[config.mk]
export PLATFORM = sky130hd
export DESIGN_NAME = multi_channel_countdown_timer_flat
export DESIGN_NICKNAME = d
export VERILOG_FILES = /design/src/design/mcct_pkg.sv /design/src/design/mcct_if.sv /design/src/design/mcct_ram.sv /design/src/design/mcct_ctrl.sv /design/src/design/mcct_dp.sv /design/src/design/multi_channel_countdown_timer.sv /design/src/flat_wrapper.sv
export VERILOG_INCLUDE_DIRS = /design/src /design/src/design
export SDC_FILE = /design/constraint.sdc
export NUM_CORES = 1
export LEC_CHECK = 0
export BUFFER_PORTS_ARGS = -buffer_cell sky130_fd_sc_hd__buf_2
export CAP_MARGIN = 10
export CORE_MARGIN = 3
export CORE_UTILIZATION = 25
export CTS_CLUSTER_DIAMETER = 100
export CTS_CLUSTER_SIZE = 10
export DETAILED_ROUTE_END_ITERATION = 8
export PLACE_DENSITY = 0.48
export SLEW_MARGIN = 25
export SYNTH_ARGS = -nofsm -noshare
export SYNTH_HDL_FRONTEND = slang
export SYNTH_SLANG_ARGS = --single-unit
export TNS_END_PERCENT = 1
[constraint.sdc]
create_clock -name clk -period 7.2 [get_ports clk]
set_clock_uncertainty 0.15 [all_clocks]
set_input_delay 0.72 -clock clk [delete_from_list [all_inputs] [get_ports clk]]
set_output_delay 0.72 -clock clk [all_outputs]
set_load 0.01 [all_outputs]
[src/design/multi_channel_countdown_timer_macros.svh]
// Assertion macros shared by the countdown timer bank.
// Expects clk and rst_n in the scope of each use.
`ifndef MULTI_CHANNEL_COUNTDOWN_TIMER_MACROS_SVH
`define MULTI_CHANNEL_COUNTDOWN_TIMER_MACROS_SVH

// Check a property on every clock edge outside reset.
`define MCCT_ASSERT(label, prop, msg) \
    label: assert property (@(posedge clk) disable iff (!rst_n) prop) else $error(msg);

// Check that a condition is followed by an outcome on the next edge.
`define MCCT_ASSERT_NEXT(label, cond, outcome, msg) \
    label: assert property (@(posedge clk) disable iff (!rst_n) cond |=> outcome) \
        else $error(msg);

`endif

[src/design/mcct_pkg.sv]
// Package for the countdown timer bank: widths, codes and the
// command and status structs between controller and datapath.
`default_nettype none

package mcct_pkg;

    localparam int NUM_TIMERS_DEF = 16;
    localparam int MAX_WALK       = 16;

    localparam int KIND_W     = 2;
    localparam int IDX_W      = 4;
    localparam int TIME_W     = 32;
    localparam int ELAPSED_W  = 16;
    localparam int TIU_W      = 5;
    localparam int MASK_W     = 16;
    localparam int WALK_CNT_W = 5;
    localparam int CFG_IDX_W  = 1;
    localparam int CFG_DATA_W = 16;

    typedef enum logic [KIND_W-1:0] {
        KIND_START = 2'd0,
        KIND_STOP  = 2'd1,
        KIND_TICK  = 2'd2,
        KIND_QUERY = 2'd3
    } kind_t;

    typedef enum logic [CFG_IDX_W-1:0] {
        REG_TIMERS_IN_USE = 1'b0,
        REG_PERIODIC_MASK = 1'b1
    } cfg_reg_t;

    typedef struct packed {
        logic do_start;
        logic do_stop;
        logic do_tick;
        logic do_query;
        logic walk_en;
        logic reply_load;
        logic flush_load;
    } dp_cmd_t;

    typedef struct packed {
        logic walk_done;
        logic pend_vld;
        logic out_free;
    } dp_status_t;

endpackage

`default_nettype wire

[src/design/mcct_if.sv]
// Valid/ready channel interfaces for input items and result items.
// Field widths come from mcct_pkg.
`default_nettype none

interface mcct_item_if;
    logic                           valid;
    logic                           ready;
    logic [mcct_pkg::KIND_W-1:0]    kind;
    logic [mcct_pkg::IDX_W-1:0]     timer_index;
    logic [mcct_pkg::TIME_W-1:0]    time_ms;
    logic [mcct_pkg::ELAPSED_W-1:0] elapsed_ms;

    modport source (output valid, kind, timer_index, time_ms, elapsed_ms, input ready);
    modport sink   (input valid, kind, timer_index, time_ms, elapsed_ms, output ready);
endinterface

interface mcct_result_if;
    logic                       valid;
    logic                       ready;
    logic                       is_expiry;
    logic [mcct_pkg::IDX_W-1:0] timer_index_res;
    logic                       running;
    logic                       last_of_run;

    modport source (output valid, is_expiry, timer_index_res, running, last_of_run,
                    input ready);
    modport sink   (input valid, is_expiry, timer_index_res, running, last_of_run,
                    output ready);
endinterface

`default_nettype wire

[src/design/mcct_ram.sv]
// Generic single-write, single-read RAM with registered read data.
// No dependencies.
`default_nettype none

module mcct_ram #(
    parameter int WIDTH = 32,
    parameter int DEPTH = 16
) (
    input  wire logic                                   clk,
    input  wire logic                                   we,
    input  wire logic [((DEPTH > 1) ? $clog2(DEPTH) : 1)-1:0] waddr,
    input  wire logic [WIDTH-1:0]                       wdata,
    input  wire logic                                   re,
    input  wire logic [((DEPTH > 1) ? $clog2(DEPTH) : 1)-1:0] raddr,
    output logic      [WIDTH-1:0]                       rdata
);

    logic [WIDTH-1:0] mem [DEPTH];
    logic [WIDTH-1:0] rdata_reg;

    always_ff @(posedge clk)
    begin
        if (we)
        begin
            mem[waddr] <= wdata;
        end
        if (re)
        begin
            rdata_reg <= mem[raddr];
        end
    end

    assign rdata = rdata_reg;

endmodule

`default_nettype wire

[src/design/mcct_ctrl.sv]
// Controller of the countdown timer bank: input handshake and sequencing
// of start, stop, tick walk, query reply and final flush. Uses mcct_pkg.
`default_nettype none
`include "multi_channel_countdown_timer_macros.svh"

module mcct_ctrl (
    input  wire logic                        clk,
    input  wire logic                        rst_n,
    input  wire logic                        item_valid,
    input  wire logic [mcct_pkg::KIND_W-1:0] item_kind,
    output logic                             item_ready,
    output mcct_pkg::dp_cmd_t                cmd,
    input  wire mcct_pkg::dp_status_t        status
);

    typedef enum logic [3:0] {
        ST_IDLE  = 4'b0001,
        ST_WALK  = 4'b0010,
        ST_REPLY = 4'b0100,
        ST_FLUSH = 4'b1000
    } state_t;

    state_t state_reg;
    state_t state_next;
    logic   accept;

    always_comb
    begin
        state_next = state_reg;
        cmd        = '0;
        item_ready = (state_reg == ST_IDLE);
        accept     = item_valid && item_ready;
        unique case (state_reg)
            ST_IDLE:
            begin
                if (accept)
                begin
                    unique case (item_kind)
                        mcct_pkg::KIND_START: cmd.do_start = 1'b1;
                        mcct_pkg::KIND_STOP:  cmd.do_stop  = 1'b1;
                        mcct_pkg::KIND_TICK:
                        begin
                            cmd.do_tick = 1'b1;
                            state_next  = ST_WALK;
                        end
                        mcct_pkg::KIND_QUERY:
                        begin
                            cmd.do_query = 1'b1;
                            state_next   = ST_REPLY;
                        end
                        default: state_next = ST_IDLE;
                    endcase
                end
            end
            ST_WALK:
            begin
                cmd.walk_en = 1'b1;
                if (status.walk_done)
                begin
                    state_next = ST_FLUSH;
                end
            end
            ST_REPLY:
            begin
                if (status.out_free)
                begin
                    cmd.reply_load = 1'b1;
                    state_next     = ST_IDLE;
                end
            end
            ST_FLUSH:
            begin
                if (!status.pend_vld)
                begin
                    state_next = ST_IDLE;
                end
                else if (status.out_free)
                begin
                    cmd.flush_load = 1'b1;
                    state_next     = ST_IDLE;
                end
            end
            default: state_next = ST_IDLE;
        endcase
    end

    always_ff @(posedge clk or negedge rst_n)
    begin
        if (!rst_n)
        begin
            state_reg <= ST_IDLE;
        end
        else
        begin
            state_reg <= state_next;
        end
    end

    `MCCT_ASSERT(a_reply_needs_free_out, (cmd.reply_load |-> status.out_free), "reply into busy output")
    `MCCT_ASSERT_NEXT(a_tick_starts_walk, (accept && item_kind == mcct_pkg::KIND_TICK), (state_reg == ST_WALK), "tick did not start walk")
    `MCCT_ASSERT_NEXT(a_empty_flush_ends, (state_reg == ST_FLUSH && !status.pend_vld), (state_reg == ST_IDLE), "flush without pending did not end")

endmodule

`default_nettype wire

[src/design/mcct_dp.sv]
// Datapath of the countdown timer bank: configuration registers, running
// flags, time RAMs, walk pipeline, pending and output registers.
// Uses mcct_pkg and mcct_ram.
`default_nettype none
`include "multi_channel_countdown_timer_macros.svh"

module mcct_dp #(
    parameter int NUM_TIMERS = mcct_pkg::NUM_TIMERS_DEF
) (
    input  wire logic                              clk,
    input  wire logic                              rst_n,
    input  wire mcct_pkg::dp_cmd_t                 cmd,
    output mcct_pkg::dp_status_t                   status,
    input  wire logic                              cfg_we,
    input  wire logic [mcct_pkg::CFG_IDX_W-1:0]    cfg_index,
    input  wire logic [mcct_pkg::CFG_DATA_W-1:0]   cfg_data,
    input  wire logic [mcct_pkg::IDX_W-1:0]        timer_index,
    input  wire logic [mcct_pkg::TIME_W-1:0]       time_ms,
    input  wire logic [mcct_pkg::ELAPSED_W-1:0]    elapsed_ms,
    input  wire logic                              out_ready,
    output logic                                   out_valid,
    output logic                                   is_expiry,
    output logic [mcct_pkg::IDX_W-1:0]             timer_index_res,
    output logic                                   running,
    output logic                                   last_of_run
);

    localparam int IW       = (NUM_TIMERS > 1) ? $clog2(NUM_TIMERS) : 1;
    localparam int WALK_MAX = (NUM_TIMERS < mcct_pkg::MAX_WALK) ? NUM_TIMERS
                                                                : mcct_pkg::MAX_WALK;
    localparam logic [mcct_pkg::WALK_CNT_W-1:0] WALK_MAX_C = mcct_pkg::WALK_CNT_W'(WALK_MAX);
    localparam logic [6:0] NUM_TIMERS_C = 7'(NUM_TIMERS);
    localparam int TW = mcct_pkg::TIME_W;
    localparam int EW = mcct_pkg::ELAPSED_W;
    localparam int XW = mcct_pkg::IDX_W;
    localparam int CW = mcct_pkg::WALK_CNT_W;

    // control registers
    logic [mcct_pkg::TIU_W-1:0]  tiu_reg, tiu_next;
    logic [mcct_pkg::MASK_W-1:0] mask_reg, mask_next;
    logic [NUM_TIMERS-1:0]       run_reg, run_next;
    logic [CW-1:0]               lim_reg, lim_next;
    logic [CW-1:0]               rd_cnt_reg, rd_cnt_next;
    logic                        ev_vld_reg, ev_vld_next;
    logic                        pend_vld_reg, pend_vld_next;
    logic                        out_vld_reg, out_vld_next;

    // payload registers
    logic [EW-1:0] el_reg, el_next;
    logic [XW-1:0] ev_idx_reg, ev_idx_next;
    logic [XW-1:0] q_idx_reg, q_idx_next;
    logic [XW-1:0] pend_idx_reg, pend_idx_next;
    logic          pend_run_reg, pend_run_next;
    logic          out_exp_reg, out_exp_next;
    logic [XW-1:0] out_idx_reg, out_idx_next;
    logic          out_run_reg, out_run_next;
    logic          out_last_reg, out_last_next;

    logic          item_ok, start_wr, q_ok, q_run;
    logic [IW-1:0] item_addr, rd_addr, rem_waddr;
    logic [TW-1:0] rem_rd, per_rd, rem_wdata, ev_sub, ev_left;
    logic          rem_we, rd_en, rd_more;
    logic          ev_run, ev_per, ev_ge, ev_exp, ev_fire, ev_go, stall, out_free;
    logic          load_push;
    logic [CW-1:0] lim_calc;

    assign item_ok   = {3'b000, timer_index} < NUM_TIMERS_C;
    assign item_addr = IW'(timer_index);
    assign start_wr  = cmd.do_start && item_ok;
    assign q_ok      = {3'b000, q_idx_reg} < NUM_TIMERS_C;
    assign q_run     = q_ok && run_reg[IW'(q_idx_reg)];
    assign lim_calc  = (CW'(tiu_reg) > WALK_MAX_C) ? WALK_MAX_C : CW'(tiu_reg);

    assign ev_run  = run_reg[IW'(ev_idx_reg)];
    assign ev_per  = mask_reg[ev_idx_reg];
    assign ev_ge   = rem_rd >= TW'(el_reg);
    assign ev_sub  = rem_rd - TW'(el_reg);
    assign ev_left = ev_ge ? ev_sub : rem_rd;
    assign ev_exp  = {1'b0, rem_rd} < {(TW - EW)'(0), el_reg, 1'b0};
    assign ev_fire = ev_vld_reg && ev_run && ev_exp;

    assign out_free  = !out_vld_reg || out_ready;
    assign stall     = ev_fire && pend_vld_reg && !out_free;
    assign ev_go     = ev_vld_reg && !stall;
    assign load_push = ev_go && ev_fire && pend_vld_reg;

    assign rd_more = rd_cnt_reg < lim_reg;
    assign rd_en   = cmd.walk_en && !stall && rd_more;
    assign rd_addr = IW'(rd_cnt_reg);

    assign rem_we    = start_wr || (ev_go && ev_run);
    assign rem_waddr = start_wr ? item_addr : IW'(ev_idx_reg);
    assign rem_wdata = start_wr ? time_ms : ((ev_exp && ev_per) ? per_rd : ev_left);

    mcct_ram #(
        .WIDTH (TW),
        .DEPTH (NUM_TIMERS)
    ) u_rem_ram (
        .clk   (clk),
        .we    (rem_we),
        .waddr (rem_waddr),
        .wdata (rem_wdata),
        .re    (rd_en),
        .raddr (rd_addr),
        .rdata (rem_rd)
    );

    mcct_ram #(
        .WIDTH (TW),
        .DEPTH (NUM_TIMERS)
    ) u_per_ram (
        .clk   (clk),
        .we    (start_wr),
        .waddr (item_addr),
        .wdata (time_ms),
        .re    (rd_en),
        .raddr (rd_addr),
        .rdata (per_rd)
    );

    always_comb
    begin
        tiu_next      = tiu_reg;
        mask_next     = mask_reg;
        run_next      = run_reg;
        lim_next      = lim_reg;
        rd_cnt_next   = rd_cnt_reg;
        ev_vld_next   = ev_vld_reg;
        pend_vld_next = pend_vld_reg;
        out_vld_next  = out_vld_reg;
        el_next       = el_reg;
        ev_idx_next   = ev_idx_reg;
        q_idx_next    = q_idx_reg;
        pend_idx_next = pend_idx_reg;
        pend_run_next = pend_run_reg;
        out_exp_next  = out_exp_reg;
        out_idx_next  = out_idx_reg;
        out_run_next  = out_run_reg;
        out_last_next = out_last_reg;

        if (cfg_we)
        begin
            unique case (cfg_index)
                mcct_pkg::REG_TIMERS_IN_USE: tiu_next  = cfg_data[mcct_pkg::TIU_W-1:0];
                mcct_pkg::REG_PERIODIC_MASK: mask_next = cfg_data;
                default: tiu_next = tiu_reg;
            endcase
        end

        if (start_wr)
        begin
            run_next[item_addr] = 1'b1;
        end
        if (cmd.do_stop && item_ok)
        begin
            run_next[item_addr] = 1'b0;
        end
        if (cmd.do_query)
        begin
            q_idx_next = timer_index;
        end

        if (cmd.do_tick)
        begin
            el_next       = elapsed_ms;
            lim_next      = lim_calc;
            rd_cnt_next   = '0;
            ev_vld_next   = 1'b0;
            pend_vld_next = 1'b0;
        end
        else if (!stall)
        begin
            ev_vld_next = rd_en;
            if (rd_en)
            begin
                ev_idx_next = rd_cnt_reg[XW-1:0];
                rd_cnt_next = rd_cnt_reg + CW'(1);
            end
        end

        // drop the flag of an expired one-shot timer, queue the expiry
        if (ev_go && ev_fire)
        begin
            if (!ev_per)
            begin
                run_next[IW'(ev_idx_reg)] = 1'b0;
            end
            pend_vld_next = 1'b1;
            pend_idx_next = ev_idx_reg;
            pend_run_next = ev_per;
        end

        if (out_ready)
        begin
            out_vld_next = 1'b0;
        end
        if (load_push)
        begin
            out_vld_next  = 1'b1;
            out_exp_next  = 1'b1;
            out_idx_next  = pend_idx_reg;
            out_run_next  = pend_run_reg;
            out_last_next = 1'b0;
        end
        else if (cmd.flush_load)
        begin
            out_vld_next  = 1'b1;
            out_exp_next  = 1'b1;
            out_idx_next  = pend_idx_reg;
            out_run_next  = pend_run_reg;
            out_last_next = 1'b1;
            pend_vld_next = 1'b0;
        end
        else if (cmd.reply_load)
        begin
            out_vld_next  = 1'b1;
            out_exp_next  = 1'b0;
            out_idx_next  = q_idx_reg;
            out_run_next  = q_run;
            out_last_next = 1'b1;
        end
    end

    always_ff @(posedge clk or negedge rst_n)
    begin
        if (!rst_n)
        begin
            tiu_reg      <= '0;
            mask_reg     <= '0;
            run_reg      <= '0;
            lim_reg      <= '0;
            rd_cnt_reg   <= '0;
            ev_vld_reg   <= 1'b0;
            pend_vld_reg <= 1'b0;
            out_vld_reg  <= 1'b0;
        end
        else
        begin
            tiu_reg      <= tiu_next;
            mask_reg     <= mask_next;
            run_reg      <= run_next;
            lim_reg      <= lim_next;
            rd_cnt_reg   <= rd_cnt_next;
            ev_vld_reg   <= ev_vld_next;
            pend_vld_reg <= pend_vld_next;
            out_vld_reg  <= out_vld_next;
        end
    end

    always_ff @(posedge clk)
    begin
        el_reg       <= el_next;
        ev_idx_reg   <= ev_idx_next;
        q_idx_reg    <= q_idx_next;
        pend_idx_reg <= pend_idx_next;
        pend_run_reg <= pend_run_next;
        out_exp_reg  <= out_exp_next;
        out_idx_reg  <= out_idx_next;
        out_run_reg  <= out_run_next;
        out_last_reg <= out_last_next;
    end

    assign status.walk_done = !rd_more && !ev_vld_reg;
    assign status.pend_vld  = pend_vld_reg;
    assign status.out_free  = out_free;

    assign out_valid       = out_vld_reg;
    assign is_expiry       = out_exp_reg;
    assign timer_index_res = out_idx_reg;
    assign running         = out_run_reg;
    assign last_of_run     = out_last_reg;

    `MCCT_ASSERT(a_rd_cnt_in_range, (rd_cnt_reg <= lim_reg), "walk counter past limit")
    `MCCT_ASSERT(a_eval_in_walk, (ev_vld_reg |-> (CW'(ev_idx_reg) < lim_reg)), "evaluated timer outside walk")
    `MCCT_ASSERT_NEXT(a_flush_marks_last, cmd.flush_load, (out_vld_reg && out_last_reg), "flush did not mark last result")

endmodule

`default_nettype wire

[src/design/multi_channel_countdown_timer.sv]
// Bank of countdown timers with one-shot or periodic reload per timer.
// Channels: item (sink) takes start, stop, tick and query transactions;
// result (source) gives expiry and query answers. cfg_we/cfg_index/cfg_data
// write timers_in_use (index 0) and periodic_mask (index 1).
// Start and stop take effect in the cycle they are accepted; the block is
// ready again on the next cycle.
// Query: the answer is loaded into the output register once that register is
// free; the block is ready again after the answer is loaded.
// Tick: walks timers 0 .. N-1 (N = min(timers_in_use, NUM_TIMERS, 16)) one
// per cycle, unless stalled, through the time RAM read/write ports; the input
// is not ready again until the walk and the final flush are done. Each expiry is
// held in a pending register so the last one of a tick carries last_of_run;
// results appear while the walk is still running.
// A stalled result receiver holds the walk when a second expiry is ready
// and the output register is still full; no result is ever dropped.
// Reset clears all running flags and both configuration registers; period
// and remaining time stay undefined until a start writes them.
// Uses mcct_pkg, mcct_if, mcct_ctrl, mcct_dp and mcct_ram.
`default_nettype none

module multi_channel_countdown_timer #(
    parameter int NUM_TIMERS = mcct_pkg::NUM_TIMERS_DEF
) (
    input  wire logic                            clk,
    input  wire logic                            rst_n,
    mcct_item_if.sink                            item,
    mcct_result_if.source                        result,
    input  wire logic                            cfg_we,
    input  wire logic [mcct_pkg::CFG_IDX_W-1:0]  cfg_index,
    input  wire logic [mcct_pkg::CFG_DATA_W-1:0] cfg_data
);

    mcct_pkg::dp_cmd_t    cmd;
    mcct_pkg::dp_status_t status;
    logic                 item_ready;

    assign item.ready = item_ready;

    mcct_ctrl u_ctrl (
        .clk        (clk),
        .rst_n      (rst_n),
        .item_valid (item.valid),
        .item_kind  (item.kind),
        .item_ready (item_ready),
        .cmd        (cmd),
        .status     (status)
    );

    mcct_dp #(
        .NUM_TIMERS (NUM_TIMERS)
    ) u_dp (
        .clk             (clk),
        .rst_n           (rst_n),
        .cmd             (cmd),
        .status          (status),
        .cfg_we          (cfg_we),
        .cfg_index       (cfg_index),
        .cfg_data        (cfg_data),
        .timer_index     (item.timer_index),
        .time_ms         (item.time_ms),
        .elapsed_ms      (item.elapsed_ms),
        .out_ready       (result.ready),
        .out_valid       (result.valid),
        .is_expiry       (result.is_expiry),
        .timer_index_res (result.timer_index_res),
        .running         (result.running),
        .last_of_run     (result.last_of_run)
    );

endmodule

`default_nettype wire

[src/flat_wrapper.sv]
// flat-port wrapper written by rule: the top's interface ports become plain ports
module multi_channel_countdown_timer_flat 
#(
    parameter int NUM_TIMERS = mcct_pkg::NUM_TIMERS_DEF
)
  (clk, rst_n, cfg_we, cfg_index, cfg_data, item_valid, item_kind, item_timer_index, item_time_ms, item_elapsed_ms, item_ready, result_valid, result_is_expiry, result_timer_index_res, result_running, result_last_of_run, result_ready);
  mcct_item_if item_i ();
  mcct_result_if result_i ();
  input  wire logic clk;
  input  wire logic rst_n;
  input  wire logic cfg_we;
  input  wire logic [mcct_pkg::CFG_IDX_W-1:0] cfg_index;
  input  wire logic [mcct_pkg::CFG_DATA_W-1:0] cfg_data;
  input wire logic [$bits(item_i.valid)-1:0] item_valid;
  input wire logic [$bits(item_i.kind)-1:0] item_kind;
  input wire logic [$bits(item_i.timer_index)-1:0] item_timer_index;
  input wire logic [$bits(item_i.time_ms)-1:0] item_time_ms;
  input wire logic [$bits(item_i.elapsed_ms)-1:0] item_elapsed_ms;
  output wire logic [$bits(item_i.ready)-1:0] item_ready;
  output wire logic [$bits(result_i.valid)-1:0] result_valid;
  output wire logic [$bits(result_i.is_expiry)-1:0] result_is_expiry;
  output wire logic [$bits(result_i.timer_index_res)-1:0] result_timer_index_res;
  output wire logic [$bits(result_i.running)-1:0] result_running;
  output wire logic [$bits(result_i.last_of_run)-1:0] result_last_of_run;
  input wire logic [$bits(result_i.ready)-1:0] result_ready;
  assign item_i.valid = item_valid;
  assign item_i.kind = item_kind;
  assign item_i.timer_index = item_timer_index;
  assign item_i.time_ms = item_time_ms;
  assign item_i.elapsed_ms = item_elapsed_ms;
  assign item_ready = item_i.ready;
  assign result_valid = result_i.valid;
  assign result_is_expiry = result_i.is_expiry;
  assign result_timer_index_res = result_i.timer_index_res;
  assign result_running = result_i.running;
  assign result_last_of_run = result_i.last_of_run;
  assign result_i.ready = result_ready;
  multi_channel_countdown_timer #(.NUM_TIMERS(NUM_TIMERS)) u_core (.clk(clk), .rst_n(rst_n), .item(item_i), .result(result_i), .cfg_we(cfg_we), .cfg_index(cfg_index), .cfg_data(cfg_data));
endmodule
# Word level (Yosys, flattened, before mapping)
# Memory sizes are Yosys's and may differ from the RTL's. A register that Yosys moved wholly into a read port is not among the register bits.
# Cells that the tools add are included.
# op_classes
n_eq_ne	11
n_bitwise	8
magnitude_cmp	9
add_sub_neg	2
n_reduce_logical	33
muxes	61
# ops
cell	count
$mux W32	3
$mux W16	4
$mux W4	10
$mux W1	33
$and A16 B16 Y16	2
$ge A32 B16 Y1	1
$lt A32 B17 Y1	1
$not A16 Y16	2
$sub A32 B16 Y32	1
$mux W5	4
$or A16 B16 Y16	1
$pmux W4 S4	1
$logic_and A1 B1 Y1	15
$lt A4 B5 Y1 const B	3
$bmux W1 S4	3
$demux W1 S4	2
$ge A4 B1 Y1 const B	2
$pmux W4 S2	1
$ne A2 B1 Y1 const B	3
$reduce_and A2 Y1	3
$reduce_and A3 Y1	2
$add A5 B1 Y5 const B	1
$gt A5 B5 Y1 const B	1
$logic_not A1 Y1	5
other kinds (15)	20
# word_totals
reg_bits	90
inputBits	76
out_inout_bits	9
n_memories	2
ramBits	1024
elab_cells	144
# memory_table
memory	words	word_bits	read_ports	rd_ports_with_merged_regs	wr	line	source
u_core.u_dp.u_per_ram.mem	16	32	1	1	1	mcct_ram.sv:18	logic [WIDTH-1:0] mem [DEPTH];
u_core.u_dp.u_rem_ram.mem	16	32	1	1	1	mcct_ram.sv:18	

# Depth between registers and ports, before layout
# Gate-level depths: netlist (run 1).
# logic_depth
ltp_word	12
ltp_mapped	13
ltp_nobuf	11

# By module
# Synthesis (run 1) repeated with hierarchy kept, for this count alone.
# hier_totals
hier_cells	2383
area_unflattened_um2	47060.1
# by_module_without_submodules
module	instances	seq_area_each_um2	area_per_inst_um2	cells_per_inst
mcct_ram	2	16335.7	20155.6	838
mcct_dp	1	2312.2	6433.7	674
mcct_ctrl	1	101.3	315.3	33

# Least setup slack after synthesis (run 1)
# No wires, ideal clock.
# synth_timing
kind	flip-flop to flip-flop
start	register u_core.u_dp.u_rem_ram.rdata_reg[5] (netlist: u_core.u_dp.u_rem_ram.rdata[5]), read port of u_core.u_dp.u_rem_ram.mem
end	memory u_core.u_dp.u_rem_ram.mem[4][0] (enable)
required_ns	6.629
arrival_ns	3.353
stages_incl_launch_ff	10
period_less_slack_ns	3.924
setup_slack_ns	3.276
setup_ns	0.421
path_buffers	0
cell_sequence	edfxtp_1 ha_1 a21oi_1 o21ai_0 a21oi_1 o41ai_2 nor2_1 nor2_1 a31oi_1 nor2_1
# synth_between
elab_chain_cells	10
# synth_lines
element	line	source
from (decl)	mcct_ram.sv:19	logic [WIDTH-1:0] rdata_reg;
$lt A32 B17 Y1	mcct_dp.sv:79	assign ev_exp = {1'b0, rem_rd} < {(TW - EW)'(0), el_reg, 1'b0};
$logic_and A1 B1 Y1	mcct_dp.sv:80	assign ev_fire = ev_vld_reg && ev_run && ev_exp;
$logic_and A1 B1 Y1 (2 in series)	mcct_dp.sv:83	assign stall = ev_fire && pend_vld_reg && !out_free;
$logic_not A1 Y1	-	
$logic_and A1 B1 Y1	mcct_dp.sv:84	assign ev_go = ev_vld_reg && !stall;
$logic_and A1 B1 Y1	mcct_dp.sv:91	assign rem_we = start_wr || (ev_go && ev_run);
$logic_or A1 B1 Y1	mcct_dp.sv:91	
$mux W1	mcct_ram.sv:23	if (we)
$mux W1 (not written as such)	mcct_ram.sv:25	mem[waddr] <= wdata;
to (decl)	mcct_ram.sv:18	
# No other way between the ends.

# Worst setup path after layout (run 1)
# layout_timing
start	register u_core.u_dp.u_rem_ram.rdata_reg[3] (netlist: u_core.u_dp.u_rem_ram.rdata[3]), read port of u_core.u_dp.u_rem_ram.mem
end	memory u_core.u_dp.u_rem_ram.mem[13][22] (enable)
# The elaborated chain is that of the path after synthesis.

==> metrics, run 1 <==
status completed; slowest stage delay, CP ~0.77 ns; syn nets roughly 2300; Pre-Repair DR Iteration Count 6; # clock sinks around 1200; grt ovf 0; Final TNS setup 0 ns; Static Leak 16.7 nW; Clock transition at path regs ~0.06 ns; max-slew violations 0; Post-Syn Area around 0.047 sq mm; FF+latch count, synth ~1200; Setup-failing EPs final 0; EDFF count, synth 1122; final period utilization between 60% and 70%; critical path required time roughly 7.5 ns; sequential fraction of the synthesis area 74.8%; Net Sw Frac 23.3%; max_slew headroom about 27%; crit end category register; io pins 85; Clock Path Buffers 3; num rows around 160; Max Cap Viol 0; FF-to-FF setup slack about 2.7 ns; kind of critical path reg -> reg; RSZ-0062 raised after global routing no; CTS buffer count 137; power share of the combinational group approximately a tenth; biggest regs u_core.u_dp.u_per_ram.mem (512), u_core.u_dp.u_rem_ram.mem (512); Detailed Route WL around 130000 um; DR vias approximately 23000; Hold Crit Class in -> reg; Post-CTS Setup Inserts 0; fin worst setup slack 2.70 ns; crit path DAT approximately 4.8 ns; DR DRC count 0; Area Growth Syn to Fin 17.0%; area of the core around 0.19 sq mm; Total GRT Usage 13.5%; synth unique cells roughly 70; initial antenna violation count 14; critical-path cell list ha_1 > nand2_1 > o21ai_0 > a21oi_1 > o41ai_2 > buf_4 > nor2_1 > nor2_1 > a31oi_1 > nor2_4 > buf_4; Layout Utilization approximately 30%; Syn Inst Count 2231; port buffer count 84; Pint about 0.012 W; Tot Pwr ~0.015 W; slowest cell on the critical path nor2_4; drt via density between 4 and 5; full die area 0.193 sq mm; Max Fclk 0.222 GHz; ANT nets after route 0; Final Wtd Congestion around 0.81; vias in the first global route approximately 25000; Clk Latency, worst-skew pair between 0.7 and 0.8 ns; proportion of layout cells with a drive suffix above 1 30.8%; crit path max fanout 17; Net Switching ~0.0036 W; Clock Tree Root clkbuf_16; clock share of power roughly two fifths; Async S/R FF share, synth roughly 4.6%; DRT iter0 DRCs approximately 2300; final hold violation count 0; Max H-tree Level 4; proportion of power drawn by flip-flops and latches between 40% and 50%; Synth Area per Inst 21.0 sq um; CTS tree built; worst slew pin tran around 1.1 ns; Tmin final around 4.5 ns; startpoint types register; Power Density 282 mW/mm^2; Starting Density 25.2%; Detail Placement HPWL 79000 um; Die W 439 um; pin count of the biggest net entering global routing a little under 80; nets roughly 2500; chip height roughly 440 um; Main synth FF type edfxtp_1; VDD IR max 0.245 mV; first-pass GRT wire length around 190000 um; synth warn 0; routed len/inst between 20 and 30 um; pre-CTS setup slack ~2.3 ns
==> path summary, 6_finish.rpt <==
kind	from	to	cells after the start
setup / recovery	u_core.u_dp.u_rem_ram.rdata[3]	u_core.u_dp.u_rem_ram.mem[13][22]	11
hold / removal	item_elapsed_ms[2]	u_core.u_dp.el_reg[2]	1
setup reg to reg	u_core.u_dp.u_rem_ram.rdata[3]	u_core.u_dp.u_rem_ram.mem[13][22]	11
hold reg to reg	u_core.u_dp.is_expiry	u_core.u_dp.is_expiry	1
max in group asynchronous	rst_n	u_core.u_dp.rd_cnt_reg[3]	3
min in group asynchronous	rst_n	u_core.u_dp.mask_reg[6]	3
==> routing by layer <==
| layer | up-vias | share of wire [%] | global-route usage, % |
|---|---|---|---|
| met3 | 167 | 4.7 | 2.45 |
| met4 | 4 | 1.9 | 3.11 |
| met5 | - | 0.022 | 0 |
| li1 | 9670 | - | - |
| met1 | 12800 | 43 | 17.9 |
| met2 | 647 | 50 | 22.9 |
==> power by group through the flow <==
stage	Sequential, W	Combinational [W]	Clock [W]
2_1_floorplan	0.00782	0.00111	0
3_3_place_gp	0.00786	0.00154	0
3_5_place_dp	0.00787	0.00156	0
4_1_cts	0.00772	0.00158	0.00638
5_1_grt	0.00773	0.00167	0.00665
6_report	0.00772	0.00154	0.00621
==> worst max-delay path: cells and delay by family (launching register included) <==
kind | cells | cell delay [ns]
compound gates | 4 | 1.34
simple gates | 4 | 1.13
buf+inv | 2 | 0.72
flops | 1 | 0.42
fa+ha+maj | 1 | 0.33
==> per-stage QoR <==
step,cells,area (sq um),hold WS [ns]
2_1_floorplan,2231,46900,0.271
3_3_place_gp,4754,50700,0.325
3_5_place_dp,4757,50800,0.332
4_1_cts,4939,54800,0.00339
5_1_grt,4939,54900,0.0112
6_report,4943,54900,0.0516
==> layout make-up <==
| cell class | instances | area (sq um) |
|---|---|---|
| diodes | 4 | 10.0 |
| well taps | 2480 | 3100 |
| flip-flops and latches | 1178 | 35100 |
| multi-input cells | 918 | 11600 |
| clock buffers | 148 | 3470 |
| clock inverters | 19 | 404 |
| fillers | 17900 | 131000 |
| inverters | 28 | 105 |
| repair buffers | 168 | 1120 |
==> placed cells by master (no fill, tap or decap), drive strengths merged, types with 3 or more instances in the layout <==
cell         instances
a211oi              14
a21boi               4
a21o                 3
a21oi               55
a31oi                5
and2                 5
and3                10
buf                153
clkbuf             148
clkinv              12
dfrtp               53
diode                4
dlygate4sd3         15
edfxtp            1122
ha                  36
inv                 34
mux2                26
mux2i               11
mux4               331
nand2               72
nand2b              14
nand3               14
nand3b               8
nand4               10
nor2                85
nor2b               12
nor3                19
nor4                15
o211ai               6
o21ai               72
o22ai               17
o31a                 5
or2                  5
or3                 15
xnor2               10
xor2                13
==> synth_stat cells, drive strengths merged (11+ instances only) <==
cell type | n | area [sq um]
xor2 | 13 | 114
nand3 | 14 | 75.1
ha | 36 | 450
clkbuf | 61 | 231
mux4 | 331 | 7450
inv | 28 | 105
nor2 | 85 | 322
nand2b | 14 | 87.6
nor2b | 12 | 75.1
o21ai | 72 | 360
nor3 | 19 | 100
mux2i | 11 | 110
buf | 46 | 258
mux2 | 26 | 293
o22ai | 17 | 106
or3 | 15 | 104
a211oi | 14 | 125
a21oi | 55 | 275
edfxtp | 1122 | 33700
nand2 | 72 | 280
nor4 | 15 | 119
dfrtp | 53 | 1330
==> kinds of logic after synthesis <==
| logic type | after synthesis | synth area share, % |
|---|---|---|
| AO/OA/AOI/OAI | 201 | 2.66 |
| XOR/XNOR | 23 | 0.429 |
| adder cells (fa/ha/maj) | 37 | 1.00 |
| buffers and inverters | 135 | 1.27 |
| flip-flops | 1178 | 74.8 |
| multiplexers | 368 | 16.7 |
| AND/OR/NAND/NOR | 289 | 3.13 |
==> what timing repair did <==
action / CTS / global route
gates resized for setup: 0 / 0
hold endpoints to repair: 67 / 0
hold buffers: 15 / 0
No activity file was read; power rests on OpenSTA's default activity.
==> run 2, diff against run 1 <==
- ABC_AREA: not set -> 1
- PLACE_DENSITY: 0.48 -> 0.49
- clock period: 7.2 -> 3.8 ns (I/O delays scaled with it)
==> run 2 against run 1 <==
  * Maximum frequency grew 28%
  * Critical path depth did not move
  * Combinational power rose to 5.5 times the previous value
  * Sequential cell count did not move
  * Sequential share of layout area fell by 4.0 points
  * Sequential power increased by 98%
  * Power up 130%
  * First-iteration DRC count up 24%
  * Design area grew 6.6%
  * Utilization up 0.35 points
  * Die area up 5.5%
  * Critical endpoint is now u_core.u_dp.u_rem_ram.mem[11][1]
  * Largest power group unchanged
==> metrics, run 2 <==
Area Growth Syn to Fin 18.2% (was 17.0%); RSZ-0062 raised after global routing no (unchanged); Tmin final 3.51 ns (was 4.50 ns); Synth Area per Inst 12.3 sq um (was 21.0 sq um); reg2reg start u_core.u_dp.u_rem_ram.rdata[15] (was u_core.u_dp.u_rem_ram.rdata[3]); pre-CTS setup slack 0.301 ns (was 2.27 ns); io pins 85 (unchanged); Clk Latency, worst-skew pair 0.79 ns (was 0.78 ns); r2r endpoint u_core.u_dp.u_rem_ram.mem[11][1] (was u_core.u_dp.u_rem_ram.mem[13][22]); proportion of power drawn by flip-flops and latches 43.1% (was 49.9%); nets 4332 (was 2544); Clock transition at path regs 0.06 ns (about the same); Final TNS setup 0 ns (unchanged); Net Sw Frac 31.9% (was 23.3%); cell taking the most area after synthesis edfxtp_1 (unchanged); Final Wtd Congestion 0.906 (was 0.808); crit path DAT 3.70 ns (was 4.77 ns); Detail Placement HPWL 88400 um (was 79000 um); Detailed Route WL 151000 um (was 130000 um); Die W 451 um (was 439 um); Layout Utilization 29.9% (was 29.5%); num rows 162 (was 158); sequential fraction of the synthesis area 70.8% (was 74.8%); most common cell in the netlist edfxtp_1 (unchanged); commonest cells after routing, fill and taps aside 1122 x edfxtp_1, 705 x nor2_1, 629 x nand2_1 (was 1122 x edfxtp_1, 331 x mux4_2, 137 x clkbuf_16); crit end category register (unchanged); Pre-Repair DR Iteration Count 7 (was 6); Max Fclk 0.285 GHz (was 0.222 GHz); DR DRC count 0 (unchanged); ANT nets after route 0 (unchanged); grt ovf 0 (unchanged); Post-Syn Area 0.0495 sq mm (was 0.0469 sq mm); post-synth top area share 68.0% (was 71.8%); Static Leak 19.7 nW (was 16.7 nW); Async S/R FF share, synth 4.58% (unchanged); Reg2Reg Depth 11 (unchanged); final period utilization 92.4% (was 62.6%); first-pass GRT wire length 220000 um (was 187000 um); Fin Hold WS 0.00514 ns (was 0.0516 ns); Hold Crit Class in -> async (was in -> reg); Tot Pwr 0.0355 W (was 0.0155 W); syn nets 4152 (was 2344); biggest regs u_core.u_dp.u_per_ram.mem (512), u_core.u_dp.u_rem_ram.mem (512) (unchanged); Max H-tree Level 4 (unchanged); final hold violation count 0 (unchanged); synth warn 0 (unchanged); # clock sinks 1178 (unchanged); synth unique cells 50 (was 72); FF-to-FF setup slack 0.29 ns (was 2.70 ns); initial antenna violation count 16 (was 14); Syn Inst Count 4039 (was 2231); cts repair resizes 0 (unchanged); worst slew pin tran 1.13 ns (was 1.09 ns); EDFF count, synth 1122 (unchanged); Pint 0.0242 W (was 0.0119 W); routed len/inst 21.9 um (was 26.3 um); CTS buffer count 137 (unchanged); status completed (unchanged); Commonest cells post-synth 1122 x edfxtp_1, 706 x nor2_1, 629 x nand2_1, 292 x o21ai_0, 207 x nand3_1 (was 1122 x edfxtp_1, 331 x mux4_2, 84 x nor2_1, 68 x nand2_1, 59 x clkbuf_1); drt via density 4.75 (was 4.70); critical path required time 3.99 ns (was 7.47 ns); Clock Tree Root clkbuf_16 (unchanged); port buffer count 84 (unchanged); kind of critical path reg -> reg (unchanged); most common cell after layout, fill and taps aside edfxtp_1 (unchanged); startpoint types register (unchanged); Total GRT Usage 14.5% (was 13.5%); Net Switching 0.0113 W (was 0.00361 W); pin count of the biggest net entering global routing 203 (was 77); crit path max fanout 16 (was 17); Hold Buf Count CTS 76 (was 15); DR vias 32700 (was 23200); vias in the first global route 31100 (was 24600); max_slew headroom 24.5% (was 27.2%); Main synth FF type edfxtp_1 (unchanged); power share of the combinational group 23.7% (was 10.0%); synth top area cells edfxtp_1 68%, nor2_1 5.4%, nand2_1 4.8%, o21ai_0 3.0%, o32ai_1 2.7% (was edfxtp_1 72%, mux4_2 16%, dfrtp_1 2.8%, ha_1 0.96%, nor2_1 0.67%); full die area 0.203 sq mm (was 0.193 sq mm); Max Cap Viol 0 (unchanged); VDD IR max 0.539 mV (was 0.245 mV); Clock Path Buffers 3 (unchanged); Power Density 607 mW/mm^2 (was 282 mW/mm^2); clock share of power 33.3% (was 40.1%); DRT iter0 DRCs 2828 (was 2281); Setup-failing EPs final 0 (unchanged); Starting Density 25.3% (was 25.2%); Post-CTS Setup Inserts 0 (unchanged); CTS tree built (unchanged); area of the core 0.196 sq mm (was 0.186 sq mm); chip height 451 um (was 439 um); FF+latch count, synth 1178 (unchanged); fin worst setup slack 0.289 ns (was 2.70 ns); max-slew violations 0 (unchanged); proportion of layout cells with a drive suffix above 1 10.1% (was 30.8%)
run 2: cell count changes after synthesis, moves of 19 or more:
cell      previous run  this run
mux2i_1             11       104
o221ai_1             0       108
o211ai_1             4        24
nand3_1             13       207
buf_2               18        37
inv_1               28       196
clkbuf_1            59       154
a21oi_1             55        30
o21ai_0             53       292
nand2_1             68       629
nor2_1              84       706
o32ai_1              0       152
mux4_2             331         0
run 2: worst max-delay path, cell delays in order, from the launching register on:
cell	delay, ns
edfxtp_1	0.53
ha_1	0.36
a21oi_1	0.17
nand2_1	0.09
a21oi_1	0.16
nand2_1	0.13
nand2_1	0.14
nand2_1	0.08
nor2_2	0.62
nand2_1	0.14
nand3_1	0.12
nand2_1	0.38
run 2: layout make-up:
class / instances / area, sq um
multi-input combinational: 2429 / 12900
sequential: 1178 / 35100
antenna: 6 / 15.0
inverter: 206 / 793
tap: 2624 / 3280
timing repair buffer: 267 / 2610
clock buffer: 158 / 3530
fill: 19800 / 137000
clock inverter: 17 / 309
run 2: routing by layer:
layer	wire length (um)	track usage, %	vias to the layer above
met4	3350	3.97	6
met2	68700	22.6	933
li1	-	-	15000
met5	41	0	-
met1	71200	20.8	16600
met3	7630	2.31	203
run 2: kinds of logic after synthesis:
logic type / count (synthesis) / synth area share, %
xor gates and xnor gates: 15 / 0.265
muxes: 113 / 2.31
adders and majority gates: 37 / 0.950
AOI/OAI and AO/OA: 646 / 8.80
buffers and inverters: 432 / 3.59
DFF: 1178 / 70.8
and+or+nand+nor: 1618 / 13.2
run 2: worst max-delay path by stage:
| stage | cells past startpoint | slack [ns] | end | startpoint |
|---|---|---|---|---|
| after global placement | 12 | 0.33 | u_core.u_dp.u_rem_ram.mem[11][2] | u_core.u_dp.u_rem_ram.rdata[15] |
| after CTS | 12 | 0.29 | u_core.u_dp.u_rem_ram.mem[15][2] | u_core.u_dp.u_rem_ram.rdata[15] |
| final | 11 | 0.29 | u_core.u_dp.u_rem_ram.mem[11][1] | u_core.u_dp.u_rem_ram.rdata[15] |
| after detailed placement | 12 | 0.30 | u_core.u_dp.u_rem_ram.mem[11][2] | u_core.u_dp.u_rem_ram.rdata[15] |
| after global routing | 13 | 0.05 | u_core.u_dp.u_rem_ram.mem[11][1] | u_core.u_dp.u_rem_ram.rdata[15] |
| after floorplan | 5 | -0.19 | u_core.u_dp.u_per_ram.mem[1][0] | u_core.u_ctrl.state_reg[0] |
run 2: power groups by stage:
stage / Sequential, W / Combinational [W] / Clock, W
final: 0.0153 / 0.00841 / 0.0118
after global routing: 0.0153 / 0.00927 / 0.0126
after CTS: 0.0153 / 0.00852 / 0.0121
after detailed placement: 0.0156 / 0.00840 / 0
after global placement: 0.0156 / 0.00837 / 0
after floorplan: 0.0154 / 0.00552 / 0
run 2: per-stage QoR:
stage,cells,area (sq um)
after floorplan,4039,49500
final,6885,58500
after global placement,6628,53900
after detailed placement,6628,53900
after global routing,6885,58500
after CTS,6879,58500
==> run 3, diff against run 2 <==
- CORE_UTILIZATION: 25 -> 55
- PLACE_DENSITY: 0.49 -> 0.83
==> run 3 against run 2 <==
  * Routed wire length decreased by 10%
  * Maximum frequency is 3.4% lower
  * Setup slack lost 0.12 ns
  * Critical path depth increased by 4
  * Largest power group unchanged
  * Sequential power hardly changed
  * Power is 1.2% lower
  * Register-to-register slack worse by 0.12 ns
  * First-iteration DRC count grew 88%
==> metrics, run 3 (synthesis gave the netlist of run 2 again) <==
Max Cap Viol 0 (unchanged); crit path DAT 3.92 ns (was 3.70 ns); post-route cell area 0.0564 sq mm (was 0.0585 sq mm); chip height 306 um (was 451 um); DR DRC count 0 (unchanged); Hold Crit Class in -> async (unchanged); final period utilization 95.6% (was 92.4%); startpoint types register (unchanged); pin count of the biggest net entering global routing 178 (was 203); Reg2Reg Depth 15 (was 11); num rows 109 (was 162); crit end category register (unchanged); Tot Pwr 0.0351 W (was 0.0355 W); CTS buffer count 136 (was 137); crit path max fanout 24 (was 16); io pins 85 (unchanged); Final Wtd Congestion 0.938 (was 0.906); area of the core 0.0888 sq mm (was 0.196 sq mm); max-slew violations 0 (unchanged); Layout Utilization 63.5% (was 29.9%); initial antenna violation count 9 (was 16); status completed (unchanged); VDD IR max 0.556 mV (was 0.539 mV); final hold violation count 0 (unchanged); RSZ-0062 raised after global routing no (unchanged); vias in the first global route 33800 (was 31100); Static Leak 19.6 nW (was 19.7 nW); area of the multi-input gates 0.0129 sq mm (unchanged); first-pass GRT wire length 202000 um (was 220000 um); FF+latch area 0.0351 sq mm (unchanged); Final TNS setup 0 ns (unchanged); fillers 6012 (was 19800); commonest cells after routing, fill and taps aside 1122 x edfxtp_1, 705 x nor2_1, 629 x nand2_1 (unchanged); DR vias 34400 (was 32700); Starting Density 55.8% (was 25.3%); Clk Latency, worst-skew pair 0.77 ns (was 0.79 ns); Total GRT Usage 28.6% (was 14.5%); Clock transition at path regs 0.06 ns (about the same); most common cell after layout, fill and taps aside edfxtp_1 (unchanged); nets 4318 (was 4332); Detailed Route WL 135000 um (was 151000 um); DRT iter0 DRCs 5317 (was 2828); routed len/inst 25.1 um (was 21.9 um); # clock sinks 1178 (unchanged); ANT nets after route 0 (unchanged); Area Growth Syn to Fin 13.8% (was 18.2%); Post-CTS Setup Inserts 0 (unchanged); Setup-failing EPs final 0 (unchanged); full die area 0.0937 sq mm (was 0.203 sq mm); Clock Tree Root clkbuf_16 (unchanged); proportion of layout cells with a drive suffix above 1 9.80% (was 10.1%); biggest regs u_core.u_dp.u_per_ram.mem (512), u_core.u_dp.u_rem_ram.mem (512) (unchanged); pre-CTS setup slack 0.339 ns (was 0.301 ns); Die W 306 um (was 451 um); Max H-tree Level 4 (unchanged); Tmin final 3.63 ns (was 3.51 ns); port buffer count 84 (unchanged); placed cell areas 0.0518 sq mm (was 0.0539 sq mm); CTS tree built (unchanged); drt via density 6.36 (was 4.75); Power Density 623 mW/mm^2 (was 607 mW/mm^2); Pre-Repair DR Iteration Count 6 (was 7); kind of critical path reg -> reg (unchanged); Clock Path Buffers 3 (unchanged); fin worst setup slack 0.166 ns (was 0.289 ns); worst slew pin tran 1.05 ns (was 1.13 ns); Max Fclk 0.275 GHz (was 0.285 GHz); Detail Placement HPWL 78500 um (was 88400 um); critical path required time 4.08 ns (was 3.99 ns); max_slew headroom 30.0% (was 24.5%); grt ovf 0 (unchanged)
[run 3: cell types whose count changed in the layout (fill, tap and decap cells not counted)]
cell,change
buf_2,+1
clkinv_16,+2
inv_16,-5
clkbuf_1,-7
diode_2,-3
inv_4,-1
clkinv_2,+2
buf_12,-17
buf_4,+3
inv_6,-4
clkinv_8,+4
[run 3: worst max-delay path, stage by stage (launching register included)]
cell and delay [ns]:
edfxtp_1 0.41, inv_1 0.07, ha_1 0.21, fa_1 0.42, inv_1 0.13, nand3_1 0.08, nand3_1 0.14, nand2_1 0.07
nand2_1 0.19, a21oi_1 0.13, nand3_1 0.11, buf_4 0.33, nand2_1 0.12, nand2_1 0.16, nand2_1 0.10, nand2_1 0.47
[run 3: through the flow]
step | hold WS, ns | instances
6_report | 0.0687 | 5401
5_1_grt | 0.103 | 5399
4_1_cts | 0.0355 | 5398
3_5_place_dp | 0.309 | 5156
3_3_place_gp | 0.307 | 5156
2_1_floorplan | -0.0656 | 4039
[run 3: final timing paths]
kind	startpoint	end	slack, ns
hold reg to reg	u_core.u_dp.last_of_run	u_core.u_dp.last_of_run	0.32
setup reg to reg	u_core.u_dp.u_rem_ram.rdata[0]	u_core.u_dp.u_rem_ram.mem[1][19]	0.17
hold / removal	rst_n	u_core.u_dp.mask_reg[9]	0.07
setup / recovery	u_core.u_dp.u_rem_ram.rdata[0]	u_core.u_dp.u_rem_ram.mem[1][19]	0.17
min in group clk	item_kind[0]	u_core.u_dp.lim_reg[1]	0.11
max in group asynchronous	rst_n	u_core.u_ctrl.state_reg[0]	2.57
[run 3: final cells by class]
class	instances	area share [%]
clock inverters	15	0.539
diodes	3	0.0133
multi-input cells	2429	22.9
inverters	206	1.41
flip-flops and latches	1178	62.3
well taps	1165	2.59
repair buffers	254	4.08
clock buffers	151	6.21
[run 3: where the power goes]
part           switching (W)  total [W]  internal [W]
Combinational        0.00582    0.00831       0.00249
Clock                0.00500     0.0115       0.00654
Sequential          0.000243     0.0153        0.0150
Total                 0.0111     0.0351        0.0241
[run 3: layer usage]
layer / up-vias / wire length [um] / global-route usage (%)
met3: 411 / 16600 / 7.05
met5: - / 73 / 0
met4: 10 / 6310 / 13.9
met1: 16500 / 48500 / 37.3
met2: 2484 / 64000 / 45.4
li1: 14900 / - / -
[run 3: timing repair]
item / CTS / global route
endpoints found under the hold margin: 592 / 0
resized for setup: 0 / 0
hold buffers: 76 / 0
